**config.mk**
```make
export PLATFORM = sky130hd
export DESIGN_NAME = image_first_difference_finder_flat
export DESIGN_NICKNAME = d
export VERILOG_FILES = /design/src/rtl/ifdf_pkg.sv /design/src/rtl/ifdf_pix_if.sv /design/src/rtl/ifdf_res_if.sv /design/src/rtl/ifdf_cfg_if.sv /design/src/rtl/image_first_difference_finder.sv /design/src/flat_wrapper.sv
export VERILOG_INCLUDE_DIRS = /design/src /design/src/rtl
export SDC_FILE = /design/constraint.sdc
export NUM_CORES = 1
export LEC_CHECK = 0
export ABC_AREA = 1
export BUFFER_PORTS_ARGS = -buffer_cell sky130_fd_sc_hd__buf_2
export CAP_MARGIN = 30
export CORE_AREA = 2 2 192 194
export DETAILED_ROUTE_END_ITERATION = 10
export DIE_AREA = 0 0 194 196
export GPL_ROUTABILITY_DRIVEN = 1
export SYNTH_ARGS = -nofsm -noshare
export SYNTH_HDL_FRONTEND = slang
export SYNTH_SLANG_ARGS = --single-unit
```
**constraint.sdc**
```tcl
create_clock -name i_clk -period 10.9 [get_ports i_clk]
set_clock_uncertainty 0.05 [all_clocks]
set_input_delay 2.18 -clock i_clk [delete_from_list [all_inputs] [get_ports i_clk]]
set_output_delay 2.18 -clock i_clk [all_outputs]
set_load 0.05 [all_outputs]
```
**src/rtl/image_first_difference_finder_defines.svh**
```systemverilog
// Assertion macros for the image first difference finder.
// Taken in by the top level; depends on nothing.
`ifndef IMAGE_FIRST_DIFFERENCE_FINDER_DEFINES_SVH
`define IMAGE_FIRST_DIFFERENCE_FINDER_DEFINES_SVH

// Same-cycle implication, disabled while reset is low.
`define IFDF_ASSERT_NOW(label, clk, rst_n, ante, cons) \
    label: assert property (@(posedge clk) disable iff (!(rst_n)) (ante) |-> (cons)) \
        else $error("ifdf assertion failed");

// Next-cycle implication, disabled while reset is low.
`define IFDF_ASSERT_NEXT(label, clk, rst_n, ante, cons) \
    label: assert property (@(posedge clk) disable iff (!(rst_n)) (ante) |=> (cons)) \
        else $error("ifdf assertion failed");

`endif

```
**src/rtl/ifdf_pkg.sv**
```systemverilog
// Package for the image first difference finder: sizes, depth and register codes.
// Used by the channel interfaces and the top level; depends on nothing.
package ifdf_pkg;

    localparam int WORD_BITS    = 64;
    localparam int MAX_ELEMENTS = 4096;
    localparam int MAX_LINES    = 4096;

    localparam int DATA_W    = 64;
    localparam int SIZE_W    = 13;
    localparam int DEPTH_W   = 2;
    localparam int CFG_IDX_W = 3;
    localparam int CFG_DAT_W = 13;
    localparam int POSX_W    = 19;
    localparam int POSY_W    = 13;

    localparam int COL_W     = (MAX_ELEMENTS > 1) ? $clog2(MAX_ELEMENTS) : 1;
    localparam int LINE_W    = (MAX_LINES > 1) ? $clog2(MAX_LINES) : 1;
    localparam int BIT_IDX_W = $clog2(WORD_BITS);
    localparam int FOUNDX_W  = $clog2(MAX_ELEMENTS * WORD_BITS);

    localparam logic [DATA_W-1:0] WORD_MASK  = {DATA_W{1'b1}} >> (DATA_W - WORD_BITS);
    localparam logic [DATA_W-1:0] PIX8_MASK  = DATA_W'(64'h0000_0000_0000_00FF);
    localparam logic [DATA_W-1:0] PIX32_MASK = DATA_W'(64'h0000_0000_FFFF_FFFF);

    typedef enum logic [DEPTH_W-1:0] {
        DEPTH_BIN = 2'd0,
        DEPTH_8   = 2'd1,
        DEPTH_32  = 2'd2,
        DEPTH_BAD = 2'd3
    } t_depth;

    typedef enum logic [CFG_IDX_W-1:0] {
        REG_SRC_DEPTH  = 3'd0,
        REG_CMP_DEPTH  = 3'd1,
        REG_DEST_DEPTH = 3'd2,
        REG_ELEMS      = 3'd3,
        REG_LINES      = 3'd4
    } t_cfg_index;

endpackage

```
**src/rtl/ifdf_pix_if.sv**
```systemverilog
// Input channel: one word of source, compare and destination elements.
// Depends on ifdf_pkg.
interface ifdf_pix_if;
    logic                          valid;
    logic                          ready;
    logic [ifdf_pkg::DATA_W-1:0]   src_value;
    logic [ifdf_pkg::DATA_W-1:0]   cmp_value;
    logic [ifdf_pkg::DATA_W-1:0]   dest_value;

    modport source (output valid, src_value, cmp_value, dest_value, input ready);
    modport sink   (input valid, src_value, cmp_value, dest_value, output ready);
endinterface

```
**src/rtl/ifdf_res_if.sv**
```systemverilog
// Result channel: destination write and first-difference position per word.
// Depends on ifdf_pkg.
interface ifdf_res_if;
    logic                                valid;
    logic                                ready;
    logic                                write_dest;
    logic [ifdf_pkg::DATA_W-1:0]         dest_word;
    logic                                image_done;
    logic                                found;
    logic signed [ifdf_pkg::POSX_W-1:0]  pos_x;
    logic signed [ifdf_pkg::POSY_W-1:0]  pos_y;
    logic                                status;

    modport source (output valid, write_dest, dest_word, image_done, found, pos_x, pos_y,
                    status, input ready);
    modport sink   (input valid, write_dest, dest_word, image_done, found, pos_x, pos_y,
                    status, output ready);
endinterface

```
**src/rtl/ifdf_cfg_if.sv**
```systemverilog
// Configuration write channel: register index and write data.
// Depends on ifdf_pkg.
interface ifdf_cfg_if;
    logic                             valid;
    logic                             ready;
    logic [ifdf_pkg::CFG_IDX_W-1:0]   index;
    logic [ifdf_pkg::CFG_DAT_W-1:0]   data;

    modport source (output valid, index, data, input ready);
    modport sink   (input valid, index, data, output ready);
endinterface

```
**src/rtl/image_first_difference_finder.sv**
```systemverilog
// Image first difference finder: compares raster-ordered source and compare words.
// Depends on ifdf_pkg, the three channel interfaces and the defines header.
//
// Usage:
//   i_pix carries one word per handshake: source, compare and current destination
//   element in raster order. o_res returns one word per input word: a destination
//   write flag and value for the first difference of the frame, the frame-end flag,
//   the position of the first difference so far (-1 if none or on a depth error) and the depth status.
//   i_cfg writes the depth and size registers; write them only while idle.
//   The result word is registered and valid in the cycle after its input word is accepted.
//   Throughput: one word per cycle while o_res is not stalled; the compare, lowest-bit
//   encode and position update sit between the input handshake and the result register.
//   Reset: synchronous, active low; registers return to 8-bit depth and a 1x1
//   frame, the position counters and the found flag clear. No clearing pass.
//   Stall: while o_res is stalled the result register holds and i_pix.ready
//   drops; it stays high when the result register is empty or being taken.
`include "image_first_difference_finder_defines.svh"

module image_first_difference_finder (
    input  logic        i_clk,
    input  logic        i_rst_n,
    ifdf_pix_if.sink    i_pix,
    ifdf_res_if.source  o_res,
    ifdf_cfg_if.sink    i_cfg
);

    localparam int SW = ifdf_pkg::SIZE_W;

    ifdf_pkg::t_depth                 r_src_depth;
    ifdf_pkg::t_depth                 r_cmp_depth;
    ifdf_pkg::t_depth                 r_dest_depth;
    logic [SW-1:0]                    r_elems;
    logic [SW-1:0]                    r_lines;

    logic [ifdf_pkg::COL_W-1:0]       r_col;
    logic [ifdf_pkg::LINE_W-1:0]      r_line;
    logic                             r_seen;
    logic [ifdf_pkg::FOUNDX_W-1:0]    r_found_x;
    logic [ifdf_pkg::LINE_W-1:0]      r_found_y;

    logic                             r_out_valid;
    logic                             r_write_dest;
    logic [ifdf_pkg::DATA_W-1:0]      r_dest_word;
    logic                             r_image_done;
    logic                             r_found;
    logic [ifdf_pkg::POSX_W-1:0]      r_pos_x;
    logic [ifdf_pkg::POSY_W-1:0]      r_pos_y;
    logic                             r_status;

    logic                             pix_acc;
    logic [SW-1:0]                    cols;
    logic [SW-1:0]                    lines;
    logic                             ok;
    logic                             last_col;
    logic                             last;
    logic [ifdf_pkg::DATA_W-1:0]      diff_bin;
    logic [ifdf_pkg::DATA_W-1:0]      iso_bit;
    logic [ifdf_pkg::BIT_IDX_W-1:0]   bit_idx;
    logic [ifdf_pkg::DATA_W-1:0]      pix_mask;
    logic                             write;
    logic [ifdf_pkg::DATA_W-1:0]      word;
    logic                             n_seen;
    logic [ifdf_pkg::FOUNDX_W-1:0]    n_found_x;
    logic [ifdf_pkg::LINE_W-1:0]      n_found_y;
    logic                             report;

    assign i_pix.ready = !r_out_valid || o_res.ready;
    assign pix_acc     = i_pix.valid && i_pix.ready;
    assign i_cfg.ready = 1'b1;

    always_comb begin
        if (r_elems == '0) begin
            cols = SW'(1);
        end else if (r_elems > SW'(ifdf_pkg::MAX_ELEMENTS)) begin
            cols = SW'(ifdf_pkg::MAX_ELEMENTS);
        end else begin
            cols = r_elems;
        end
        if (r_lines == '0) begin
            lines = SW'(1);
        end else if (r_lines > SW'(ifdf_pkg::MAX_LINES)) begin
            lines = SW'(ifdf_pkg::MAX_LINES);
        end else begin
            lines = r_lines;
        end
    end

    assign ok       = (r_src_depth == r_cmp_depth) && (r_src_depth == r_dest_depth)
                      && (r_src_depth != ifdf_pkg::DEPTH_BAD);
    assign last_col = (SW'(r_col) + SW'(1)) >= cols;
    assign last     = last_col && ((SW'(r_line) + SW'(1)) >= lines);

    // Isolate the lowest differing bit, then encode its index.
    assign diff_bin = (i_pix.src_value ^ i_pix.cmp_value) & ifdf_pkg::WORD_MASK;
    assign iso_bit  = diff_bin & (~diff_bin + ifdf_pkg::DATA_W'(1));

    always_comb begin
        bit_idx = '0;
        for (int i = 0; i < ifdf_pkg::WORD_BITS; i++) begin
            if (iso_bit[i]) begin
                bit_idx = bit_idx | ifdf_pkg::BIT_IDX_W'(i);
            end
        end
    end

    assign pix_mask = (r_src_depth == ifdf_pkg::DEPTH_8) ? ifdf_pkg::PIX8_MASK
                                                         : ifdf_pkg::PIX32_MASK;

    always_comb begin
        write     = 1'b0;
        word      = '0;
        n_found_x = r_found_x;
        if (ok && !r_seen) begin
            if (r_src_depth == ifdf_pkg::DEPTH_BIN) begin
                if (diff_bin != '0) begin
                    write     = 1'b1;
                    word      = (i_pix.dest_value & ifdf_pkg::WORD_MASK) | iso_bit;
                    n_found_x = ifdf_pkg::FOUNDX_W'(r_col)
                                * ifdf_pkg::FOUNDX_W'(ifdf_pkg::WORD_BITS)
                                + ifdf_pkg::FOUNDX_W'(bit_idx);
                end
            end else if ((i_pix.src_value & pix_mask) != (i_pix.cmp_value & pix_mask)) begin
                write     = 1'b1;
                word      = i_pix.src_value & pix_mask;
                n_found_x = ifdf_pkg::FOUNDX_W'(r_col);
            end
        end
        n_seen    = r_seen || write;
        n_found_y = write ? r_line : r_found_y;
        report    = ok && n_seen;
    end

    always_ff @(posedge i_clk) begin
        if (!i_rst_n) begin
            r_src_depth  <= ifdf_pkg::DEPTH_8;
            r_cmp_depth  <= ifdf_pkg::DEPTH_8;
            r_dest_depth <= ifdf_pkg::DEPTH_8;
            r_elems      <= SW'(1);
            r_lines      <= SW'(1);
        end else if (i_cfg.valid && i_cfg.ready) begin
            unique case (ifdf_pkg::t_cfg_index'(i_cfg.index))
                ifdf_pkg::REG_SRC_DEPTH:  r_src_depth  <=
                    ifdf_pkg::t_depth'(i_cfg.data[ifdf_pkg::DEPTH_W-1:0]);
                ifdf_pkg::REG_CMP_DEPTH:  r_cmp_depth  <=
                    ifdf_pkg::t_depth'(i_cfg.data[ifdf_pkg::DEPTH_W-1:0]);
                ifdf_pkg::REG_DEST_DEPTH: r_dest_depth <=
                    ifdf_pkg::t_depth'(i_cfg.data[ifdf_pkg::DEPTH_W-1:0]);
                ifdf_pkg::REG_ELEMS:      r_elems      <= i_cfg.data[SW-1:0];
                ifdf_pkg::REG_LINES:      r_lines      <= i_cfg.data[SW-1:0];
                default: begin
                end
            endcase
        end
    end

    always_ff @(posedge i_clk) begin
        if (!i_rst_n) begin
            r_col     <= '0;
            r_line    <= '0;
            r_seen    <= 1'b0;
            r_found_x <= '0;
            r_found_y <= '0;
        end else if (pix_acc) begin
            if (last) begin
                r_col     <= '0;
                r_line    <= '0;
                r_seen    <= 1'b0;
                r_found_x <= '0;
                r_found_y <= '0;
            end else begin
                if (last_col) begin
                    r_col  <= '0;
                    r_line <= r_line + ifdf_pkg::LINE_W'(1);
                end else begin
                    r_col  <= r_col + ifdf_pkg::COL_W'(1);
                end
                r_seen    <= n_seen;
                r_found_x <= n_found_x;
                r_found_y <= n_found_y;
            end
        end
    end

    always_ff @(posedge i_clk) begin
        if (!i_rst_n) begin
            r_out_valid <= 1'b0;
        end else if (pix_acc) begin
            r_out_valid <= 1'b1;
        end else if (o_res.ready) begin
            r_out_valid <= 1'b0;
        end
    end

    always_ff @(posedge i_clk) begin
        if (pix_acc) begin
            r_write_dest <= write;
            r_dest_word  <= word;
            r_image_done <= last;
            r_found      <= report;
            r_pos_x      <= report ? ifdf_pkg::POSX_W'(n_found_x) : '1;
            r_pos_y      <= report ? ifdf_pkg::POSY_W'(n_found_y) : '1;
            r_status     <= !ok;
        end
    end

    assign o_res.valid      = r_out_valid;
    assign o_res.write_dest = r_write_dest;
    assign o_res.dest_word  = r_dest_word;
    assign o_res.image_done = r_image_done;
    assign o_res.found      = r_found;
    assign o_res.pos_x      = r_pos_x;
    assign o_res.pos_y      = r_pos_y;
    assign o_res.status     = r_status;

    `IFDF_ASSERT_NOW(a_err_no_write, i_clk, i_rst_n, r_out_valid && r_status,
        !r_found && !r_write_dest && (r_pos_x == '1) && (r_pos_y == '1))
    `IFDF_ASSERT_NOW(a_write_found, i_clk, i_rst_n, r_out_valid && r_write_dest,
        r_found && !r_status)
    `IFDF_ASSERT_NEXT(a_frame_restart, i_clk, i_rst_n, pix_acc && last,
        (r_col == '0) && (r_line == '0) && !r_seen && r_out_valid && r_image_done)
    `IFDF_ASSERT_NEXT(a_single_write, i_clk, i_rst_n, pix_acc && r_seen,
        !r_write_dest)

endmodule
```
**src/flat_wrapper.sv**
```systemverilog
// flat-port wrapper written by rule: the top's interface ports become plain ports
module image_first_difference_finder_flat 
  (i_clk, i_rst_n, i_pix_valid, i_pix_src_value, i_pix_cmp_value, i_pix_dest_value, i_pix_ready, o_res_valid, o_res_write_dest, o_res_dest_word, o_res_image_done, o_res_found, o_res_pos_x, o_res_pos_y, o_res_status, o_res_ready, i_cfg_valid, i_cfg_index, i_cfg_data, i_cfg_ready);
  ifdf_pix_if i_pix_i ();
  ifdf_res_if o_res_i ();
  ifdf_cfg_if i_cfg_i ();
  input  logic i_clk;
  input  logic i_rst_n;
  input wire logic [$bits(i_pix_i.valid)-1:0] i_pix_valid;
  input wire logic [$bits(i_pix_i.src_value)-1:0] i_pix_src_value;
  input wire logic [$bits(i_pix_i.cmp_value)-1:0] i_pix_cmp_value;
  input wire logic [$bits(i_pix_i.dest_value)-1:0] i_pix_dest_value;
  output wire logic [$bits(i_pix_i.ready)-1:0] i_pix_ready;
  output wire logic [$bits(o_res_i.valid)-1:0] o_res_valid;
  output wire logic [$bits(o_res_i.write_dest)-1:0] o_res_write_dest;
  output wire logic [$bits(o_res_i.dest_word)-1:0] o_res_dest_word;
  output wire logic [$bits(o_res_i.image_done)-1:0] o_res_image_done;
  output wire logic [$bits(o_res_i.found)-1:0] o_res_found;
  output wire logic [$bits(o_res_i.pos_x)-1:0] o_res_pos_x;
  output wire logic [$bits(o_res_i.pos_y)-1:0] o_res_pos_y;
  output wire logic [$bits(o_res_i.status)-1:0] o_res_status;
  input wire logic [$bits(o_res_i.ready)-1:0] o_res_ready;
  input wire logic [$bits(i_cfg_i.valid)-1:0] i_cfg_valid;
  input wire logic [$bits(i_cfg_i.index)-1:0] i_cfg_index;
  input wire logic [$bits(i_cfg_i.data)-1:0] i_cfg_data;
  output wire logic [$bits(i_cfg_i.ready)-1:0] i_cfg_ready;
  assign i_pix_i.valid = i_pix_valid;
  assign i_pix_i.src_value = i_pix_src_value;
  assign i_pix_i.cmp_value = i_pix_cmp_value;
  assign i_pix_i.dest_value = i_pix_dest_value;
  assign i_pix_ready = i_pix_i.ready;
  assign o_res_valid = o_res_i.valid;
  assign o_res_write_dest = o_res_i.write_dest;
  assign o_res_dest_word = o_res_i.dest_word;
  assign o_res_image_done = o_res_i.image_done;
  assign o_res_found = o_res_i.found;
  assign o_res_pos_x = o_res_i.pos_x;
  assign o_res_pos_y = o_res_i.pos_y;
  assign o_res_status = o_res_i.status;
  assign o_res_i.ready = o_res_ready;
  assign i_cfg_i.valid = i_cfg_valid;
  assign i_cfg_i.index = i_cfg_index;
  assign i_cfg_i.data = i_cfg_data;
  assign i_cfg_ready = i_cfg_i.ready;
  image_first_difference_finder u_core (.i_clk(i_clk), .i_rst_n(i_rst_n), .i_pix(i_pix_i), .o_res(o_res_i), .i_cfg(i_cfg_i));
endmodule
```
==> results of run 1 <==
## cell type report
class	instances	area [µm²]	area share [%]
diodes	3	7.507	0.04983
clock buffers	17	425.4	2.824
clock inverters	15	175.2	1.163
inverters	276	1039	6.893
multi-input cells	1337	6482	43.03
flip-flops and latches	187	4735	31.43
well taps	468	585.6	3.887
repair buffers	320	1617	10.73
## cell usage in the layout (no fill, tap or decap), types with 26 or more instances in the layout
master,n
nand2_1,560
buf_2,314
inv_1,255
nor2_1,222
o21ai_0,133
edfxtp_1,99
dfxtp_1,88
nand3_1,84
a21oi_1,82
nand2_2,30
ha_1,28
nor3_1,26
## routing by layer
metal  share of wire [%]  track usage (%)  wire (µm)
met1                  41            25.82      17480
met5                   0                0          0
met4                 4.4            11.31       1900
met3                 5.5            3.851       2333
met2                  49            39.55      20990
## kinds of logic (layout without fill, tap and decap cells)
| logic type | after synthesis | in the layout | share of synthesized area [%] |
|---|---|---|---|
| compound gates | 283 | 283 | 12.50 |
| other cells | 1 | 4 | 0.03017 |
| flops | 187 | 187 | 38.09 |
| xor+xnor | 22 | 22 | 1.550 |
| buf+inv | 310 | 628 | 9.804 |
| simple gates | 1003 | 1003 | 35.21 |
| fa+ha+maj | 28 | 28 | 2.818 |
## per-stage QoR
stage | cell area (µm²) | worst slack [ps] | hold WS [ps] | std cells | utilization, %
after floorplan | 12430 | 4358 | 368.4 | 1834 | -
after global placement | 14460 | 5868 | 381.6 | 2588 | 40.07
after detailed placement | 14460 | 5793 | 388.9 | 2588 | 40.07
after CTS | 15060 | 6036 | 410.6 | 2620 | 41.73
after global routing | 15070 | 5997 | 422.1 | 2623 | 41.75
final | 15070 | 6036 | 411.8 | 2623 | 41.75
## synth_stat cells (all sizes together) (2+ instances only)
master  number  share of area, %
a211oi       2              0.12
a21oi       82               3.3
a31oi        2              0.10
and2         3              0.15
buf         16              0.93
clkbuf      18              0.54
clkinv       2             0.060
dfxtp       88                14
edfxtp      99                24
ha          28               2.8
inv        274               8.3
nand2      597                19
nand3       85               3.5
nand3b       3              0.18
nand4       23               1.2
nor2       245               8.8
nor3        28               1.2
nor3b        2              0.12
nor4        10              0.50
o211ai      13              0.83
o21a         2              0.12
o21ai      158               6.7
o22ai       15              0.75
o32ai        4              0.28
or2          6              0.30
xnor2        5              0.35
xor2        17               1.2
## registers in the layout, indices dropped and copies added (netlist names), 2 cells and up
signal / cells
u_core.o_res.dest_word: 64
u_core.o_res.pos_x: 18
u_core.o_res.pos_y: 13
u_core.r_cmp_depth: 2
u_core.r_col: 12
u_core.r_dest_depth: 2
u_core.r_elems: 13
u_core.r_found_x: 18
u_core.r_found_y: 12
u_core.r_line: 12
u_core.r_lines: 13
u_core.r_src_depth: 2
## power groups by stage
stage               combinational, µW  clock, µW  sequential (µW)
floorplan                         325          0             1060
global placement                  676          0              885
detailed placement                682          0              885
CTS                               684        654              870
global route                      743        678              877
finish                            678        639              869
## worst max-delay path by stage
stage | from | to | slack, ps | cells after the start
global route | o_res_ready | i_pix_ready | 6000 | 4
finish | o_res_ready | i_pix_ready | 6040 | 4
global placement | i_pix_src_value[22] | u_core.o_res.pos_x[7]$_SDFFCE_PN1P_ | 5870 | 17
detailed placement | i_pix_src_value[22] | u_core.o_res.pos_x[8]$_SDFFCE_PN1P_ | 5790 | 17
floorplan | o_res_ready | u_core.r_found_x[12]$_SDFFE_PN0P_ | 4360 | 8
CTS | o_res_ready | i_pix_ready | 6040 | 4
## tightest hold or removal path: stages (launching register included)
cell,delay (ps)
dfxtp_1,320
nand2_1,60
nand2_1,50
==> impl_metrics.csv, run 1 <==
group,metric,value,unit
worst_setup_path,path_cells,"buf_2 > inv_1 > nand2_1 > buf_2",
sta,hold_viol,0,
place,routabilityCongestion,0.9625,
worst_setup_path,critPathMostFrequentCell,"buf_2",
sta,slew_headroom,42.25,%
routing,drt_iter0_drc,749,
clock_tree,ctsResizeCount,0,
synth,ys_types,49,
worst_setup_path,path_buf_inv,3,
clock_tree,post_cts_buffers,0,
synth,async_flop_share,0,%
worst_setup_path,cp-start-kind,"input pin",
sta,slew_viol_final,0,
layout,nFillCells,3880,
clock_tree,cts-root-buf,"clkbuf_16",
clock_tree,cts_made_buffers,17,
die,start_util,34.45,%
global_route,grt_max_degree,58,
die,die-area,0.03802,mm²
routing,antenna_left,0,
pwr,pwr-share-clk,29.2,%
synth,syn_area,0.01243,mm²
worst_setup_path,r2r_setup_slack,6750,ps
synth,syn_nets,2075,
worst_setup_path,crit_required,8670,ps
clock_tree,clockBufferDepth,2,
routing,vias_per_cell,4.928,
sta,tightest_slew,863.9,ps
global_route,antenna_found_initial,3,
sta,rsz0062_at_grt,"false",
sta,max_freq,0.2056,GHz
die,die_x,194,µm
routing,vias,12925,
global_route,gr-total-overflow,0,
synth,yosysSeqAreaShare,38.09,%
worst_setup_path,max_stage_delay,270,ps
worst_setup_path,critical_path_class,"in -> out",
worst_setup_path,r2r_start,"u_core.r_col[0]$_SDFFE_PN0P_",
pwr,p_total,2186,µW
worst_setup_path,cp_max_fo,3,
die,coreArea,0.03608,mm²
die,die_y,196,µm
pwr,powerDensity,145.1,mW/mm²
sta,fin_crit_sh,44.62,%
die,rows,70,
worst_hold_path,min_to,"u_core.r_found_x[2]$_SDFFE_PN0P_",
clock_tree,cts.reportedPaths.clkPinSlew,90,ps
outcome,status,"completed",
worst_setup_path,r2r_cells,19,
worst_setup_path,crit_family,"buffers and inverters",
worst_hold_path,hold_class,"reg -> reg",
routing,drt-wirelength-per-cell,16.28,µm
synth,synthCells,1834,
synth,synth_flop_cell,"edfxtp_1",
pwr,pwr-share-seq,39.7,%
worst_setup_path,r2r_end,"u_core.r_found_y[6]$_SDFFE_PN0P_",
pwr,ir_drop,0.1237,mV
pwr,swShare,39.62,%
pwr,power.switching,866.0,µW
layout,area_growth_syn_to_layout,21.20,%
pwr,p_int,1320,µW
die,io_pins,316,
clock_tree,cts_tree,"built",
worst_setup_path,worst_ep_arrival_time,2630,ps
place,portBuffers,314,
place,dp_hpwl,34820,µm
clock_tree,cts_sinks,187,
global_route,grt_first_pass_wirelength,66360,µm
worst_setup_path,slowest_stage,"buf_2",
clock_tree,postCtsHoldBufs,0,
sta,setup_violations,0,
routing,dr.pass1.iters,5,
pwr,p_leak,0.007594,µW
sta,finalSetupTns,0,ps
clock_tree,h-tree-depth,4,
routing,totalWireLength,42710,µm
synth,synth_warnings,0,
pwr,combPwrFrac,31.0,%
layout,final_layout_size_suffix_gt1_share,20.77,%
synth,ys_seq_elements,187,
synth,synth.avg_cell_area,6.778,µm²
worst_setup_path,endpoint_kind,"output port",
sta,fin_crit,4864,ps
layout,layout.nets,2380,
global_route,track_usage,22.29,%
worst_hold_path,holdPathStages,2,
clock_tree,clk_latency,460,ps
synth,synth_edf_count,99,
worst_hold_path,min_from,"u_core.r_found_x[2]$_SDFFE_PN0P_",
routing,drc,0,
run,cap_viol_max_count,0,
global_route,first_global_vias,12536,
No activity file was read; power rests on OpenSTA's default activity.
==> run 2: changes to the inputs <==
clock period = 5.05 ns   (was 10.9 ns; I/O delays follow)
==> run 2 against run 1 <==
Net effect: utilization barely moved; critical path depth rose by 20; sequential power rose by 120%; setup slack got worse by 4900 ps; sequential cell count did not move; design area barely moved; non-clock buffer count did not move; register-to-register slack got worse by 5700 ps; largest power group unchanged.
==> impl_metrics.csv, run 2 (same netlist as run 1, synthesis figures left out) <==
group,metric,value,unit
outcome,status,"completed",
worst_setup_path,crit_required,5330,ps
routing,totalWireLength,42870,µm
clock_tree,post_cts_buffers,0,
run,cap_viol_max_count,0,
clock_tree,clockBufferDepth,2,
place,routabilityCongestion,0.9277,
global_route,first_global_vias,12444,
worst_setup_path,critPathMostFrequentCell,"nand2_1",
pwr,p_total,4761,µW
pwr,p_int,2859,µW
worst_setup_path,endpoint_kind,"flop",
worst_setup_path,worst_ep_arrival_time,4240,ps
place,portBuffers,314,
pwr,swShare,39.94,%
layout,layout.nets,2380,
clock_tree,cts.reportedPaths.clkPinSlew,80,ps
sta,setup_violations,0,
die,coreArea,0.03608,mm²
place,placedInstanceArea,0.01446,mm²
clock_tree,ctsResizeCount,0,
global_route,grt_max_degree,56,
layout,final_cell_area,0.01508,mm²
place,place_inst,2588,
sta,fin_crit_sh,78.48,%
clock_tree,cts-root-buf,"clkbuf_16",
worst_setup_path,path_cells,"ha_1 > nand2_1 > nor2_1 > inv_1 > nor2_1 > nand2_1 > nor2_1 > inv_1 > nand2_1 > inv_1 > ha_1 > nand2_1 > nor2_1 > o21ai_1 > o211ai_1 > nand3_1 > nand2_1 > nand2_1 > nand3_1 > nand2_1 > inv_1 > nor2_4 > inv_1 > o21ai_0",
pwr,powerDensity,315.7,mW/mm²
place,dp_hpwl,34630,µm
die,die_x,194,µm
layout,nFillCells,3783,
routing,drt-wirelength-per-cell,16.36,µm
layout,fin_cells,2620,
sta,timing.final.ws_setup,1087,ps
place,dp_slack,1034,ps
die,start_util,34.45,%
layout,n_antenna_cell,0,
sta,slew_headroom,34.46,%
worst_setup_path,cp_max_fo,21,
clock_tree,clk_latency,460,ps
routing,drc,0,
die,rows,70,
clock_tree,cts_tree,"built",
pwr,ir_drop,0.2599,mV
layout,final_cell_mix,"nand2_1 (560), buf_2 (314), inv_1 (255)",
global_route,track_usage,22.26,%
routing,vias,12948,
die,io_pins,316,
sta,slew_viol_final,0,
clock_tree,cts_sinks,187,
layout,largest_reg_flops,64,
global_route,grt_first_pass_wirelength,66140,µm
worst_setup_path,slowest_stage,"inv_1",
sta,finalSetupTns,0,ps
pwr,power.switching,1901,µW
worst_setup_path,critical_path_class,"reg -> reg",
global_route,gr-total-overflow,0,
routing,drt_iter0_drc,818,
die,die_y,196,µm
pwr,p_leak,0.007603,µW
layout,area_growth_syn_to_layout,21.31,%
global_route,antenna_found_initial,0,
clock_tree,cts_made_buffers,17,
pwr,pwr-share-seq,39.4,%
pwr,combPwrFrac,30.9,%
sta,fin_crit,3963,ps
die,die-area,0.03802,mm²
worst_setup_path,max_stage_delay,540,ps
routing,dr.pass1.iters,5,
worst_setup_path,cp-start-kind,"flop",
layout,final_layout_size_suffix_gt1_share,20.77,%
clock_tree,h-tree-depth,4,
layout,final_common_cell,"nand2_1",
sta,hold_viol,0,
routing,vias_per_cell,4.942,
pwr,pwr-share-clk,29.7,%
sta,max_freq,0.2523,GHz
sta,tightest_slew,980.3,ps
clock_tree,postCtsHoldBufs,0,
routing,antenna_left,0,
sta,rsz0062_at_grt,"false",
worst_hold_path,hold_class,"reg -> reg",
-- run 2: cell types whose count changed in the layout (fill, tap and decap cells not counted), sizes merged --
cell / before / now
diode: 3 / 0
clkinv: 7 / 8
clkinvlp: 3 / 2
-- run 2: layer usage --
metal	share of wire, %	vias to the layer above	global-route usage, %
met3	5.5	64	3.473
met4	2.6	0	7.576
met5	0	-	0
li1	-	6514	-
met1	41	5941	26.62
met2	50	429	40.53
-- run 2: stage by stage --
| stage | hold WS, ps | utilization, % |
|---|---|---|
| 2_1_floorplan | 368.4 | - |
| 3_3_place_gp | 384.3 | 40.07 |
| 3_5_place_dp | 389.3 | 40.07 |
| 4_1_cts | 405.6 | 41.79 |
| 5_1_grt | 448.7 | 41.79 |
| 6_report | 405.1 | 41.79 |
-- run 2: worst paths after layout --
| path | startpoint | to | slack, ps | cells after the start |
|---|---|---|---|---|
| setup / recovery | u_core.r_col[0]$_SDFFE_PN0P_ | u_core.r_found_x[5]$_SDFFE_PN0P_ | 1090 | 24 |
| hold / removal | u_core.r_found_x[2]$_SDFFE_PN0P_ | u_core.r_found_x[2]$_SDFFE_PN0P_ | 410 | 2 |
| setup reg to reg | u_core.r_col[0]$_SDFFE_PN0P_ | u_core.r_found_x[5]$_SDFFE_PN0P_ | 1090 | 24 |
| hold reg to reg | u_core.r_found_x[2]$_SDFFE_PN0P_ | u_core.r_found_x[2]$_SDFFE_PN0P_ | 410 | 2 |
-- run 2: power by group through the flow --
| stage | combinational [µW] | sequential [µW] | clock (µW) |
|---|---|---|---|
| finish | 1470 | 1870 | 1410 |
| global route | 1610 | 1890 | 1500 |
| CTS | 1480 | 1880 | 1440 |
| detailed placement | 1480 | 1910 | 0 |
| global placement | 1460 | 1910 | 0 |
| floorplan | 702 | 2280 | 0 |
-- run 2: area by class of cell --
| type | instances | area (µm²) | area share, % |
|---|---|---|---|
| well taps | 468 | 585.6 | 3.883 |
| multi-input cells | 1337 | 6482 | 42.99 |
| clock buffers | 17 | 425.4 | 2.821 |
| flip-flops and latches | 187 | 4735 | 31.40 |
| inverters | 276 | 1039 | 6.887 |
| clock inverters | 15 | 196.4 | 1.303 |
| repair buffers | 320 | 1617 | 10.72 |
-- run 2: worst max-delay path, delay by kind of cell (launching register included) --
family | cells | cell delay, ps
AO/OA/AOI/OAI | 3 | 350
adder cells (fa/ha/maj) | 2 | 510
buffers and inverters | 5 | 960
flip-flops | 1 | 440
AND/OR/NAND/NOR | 14 | 1510
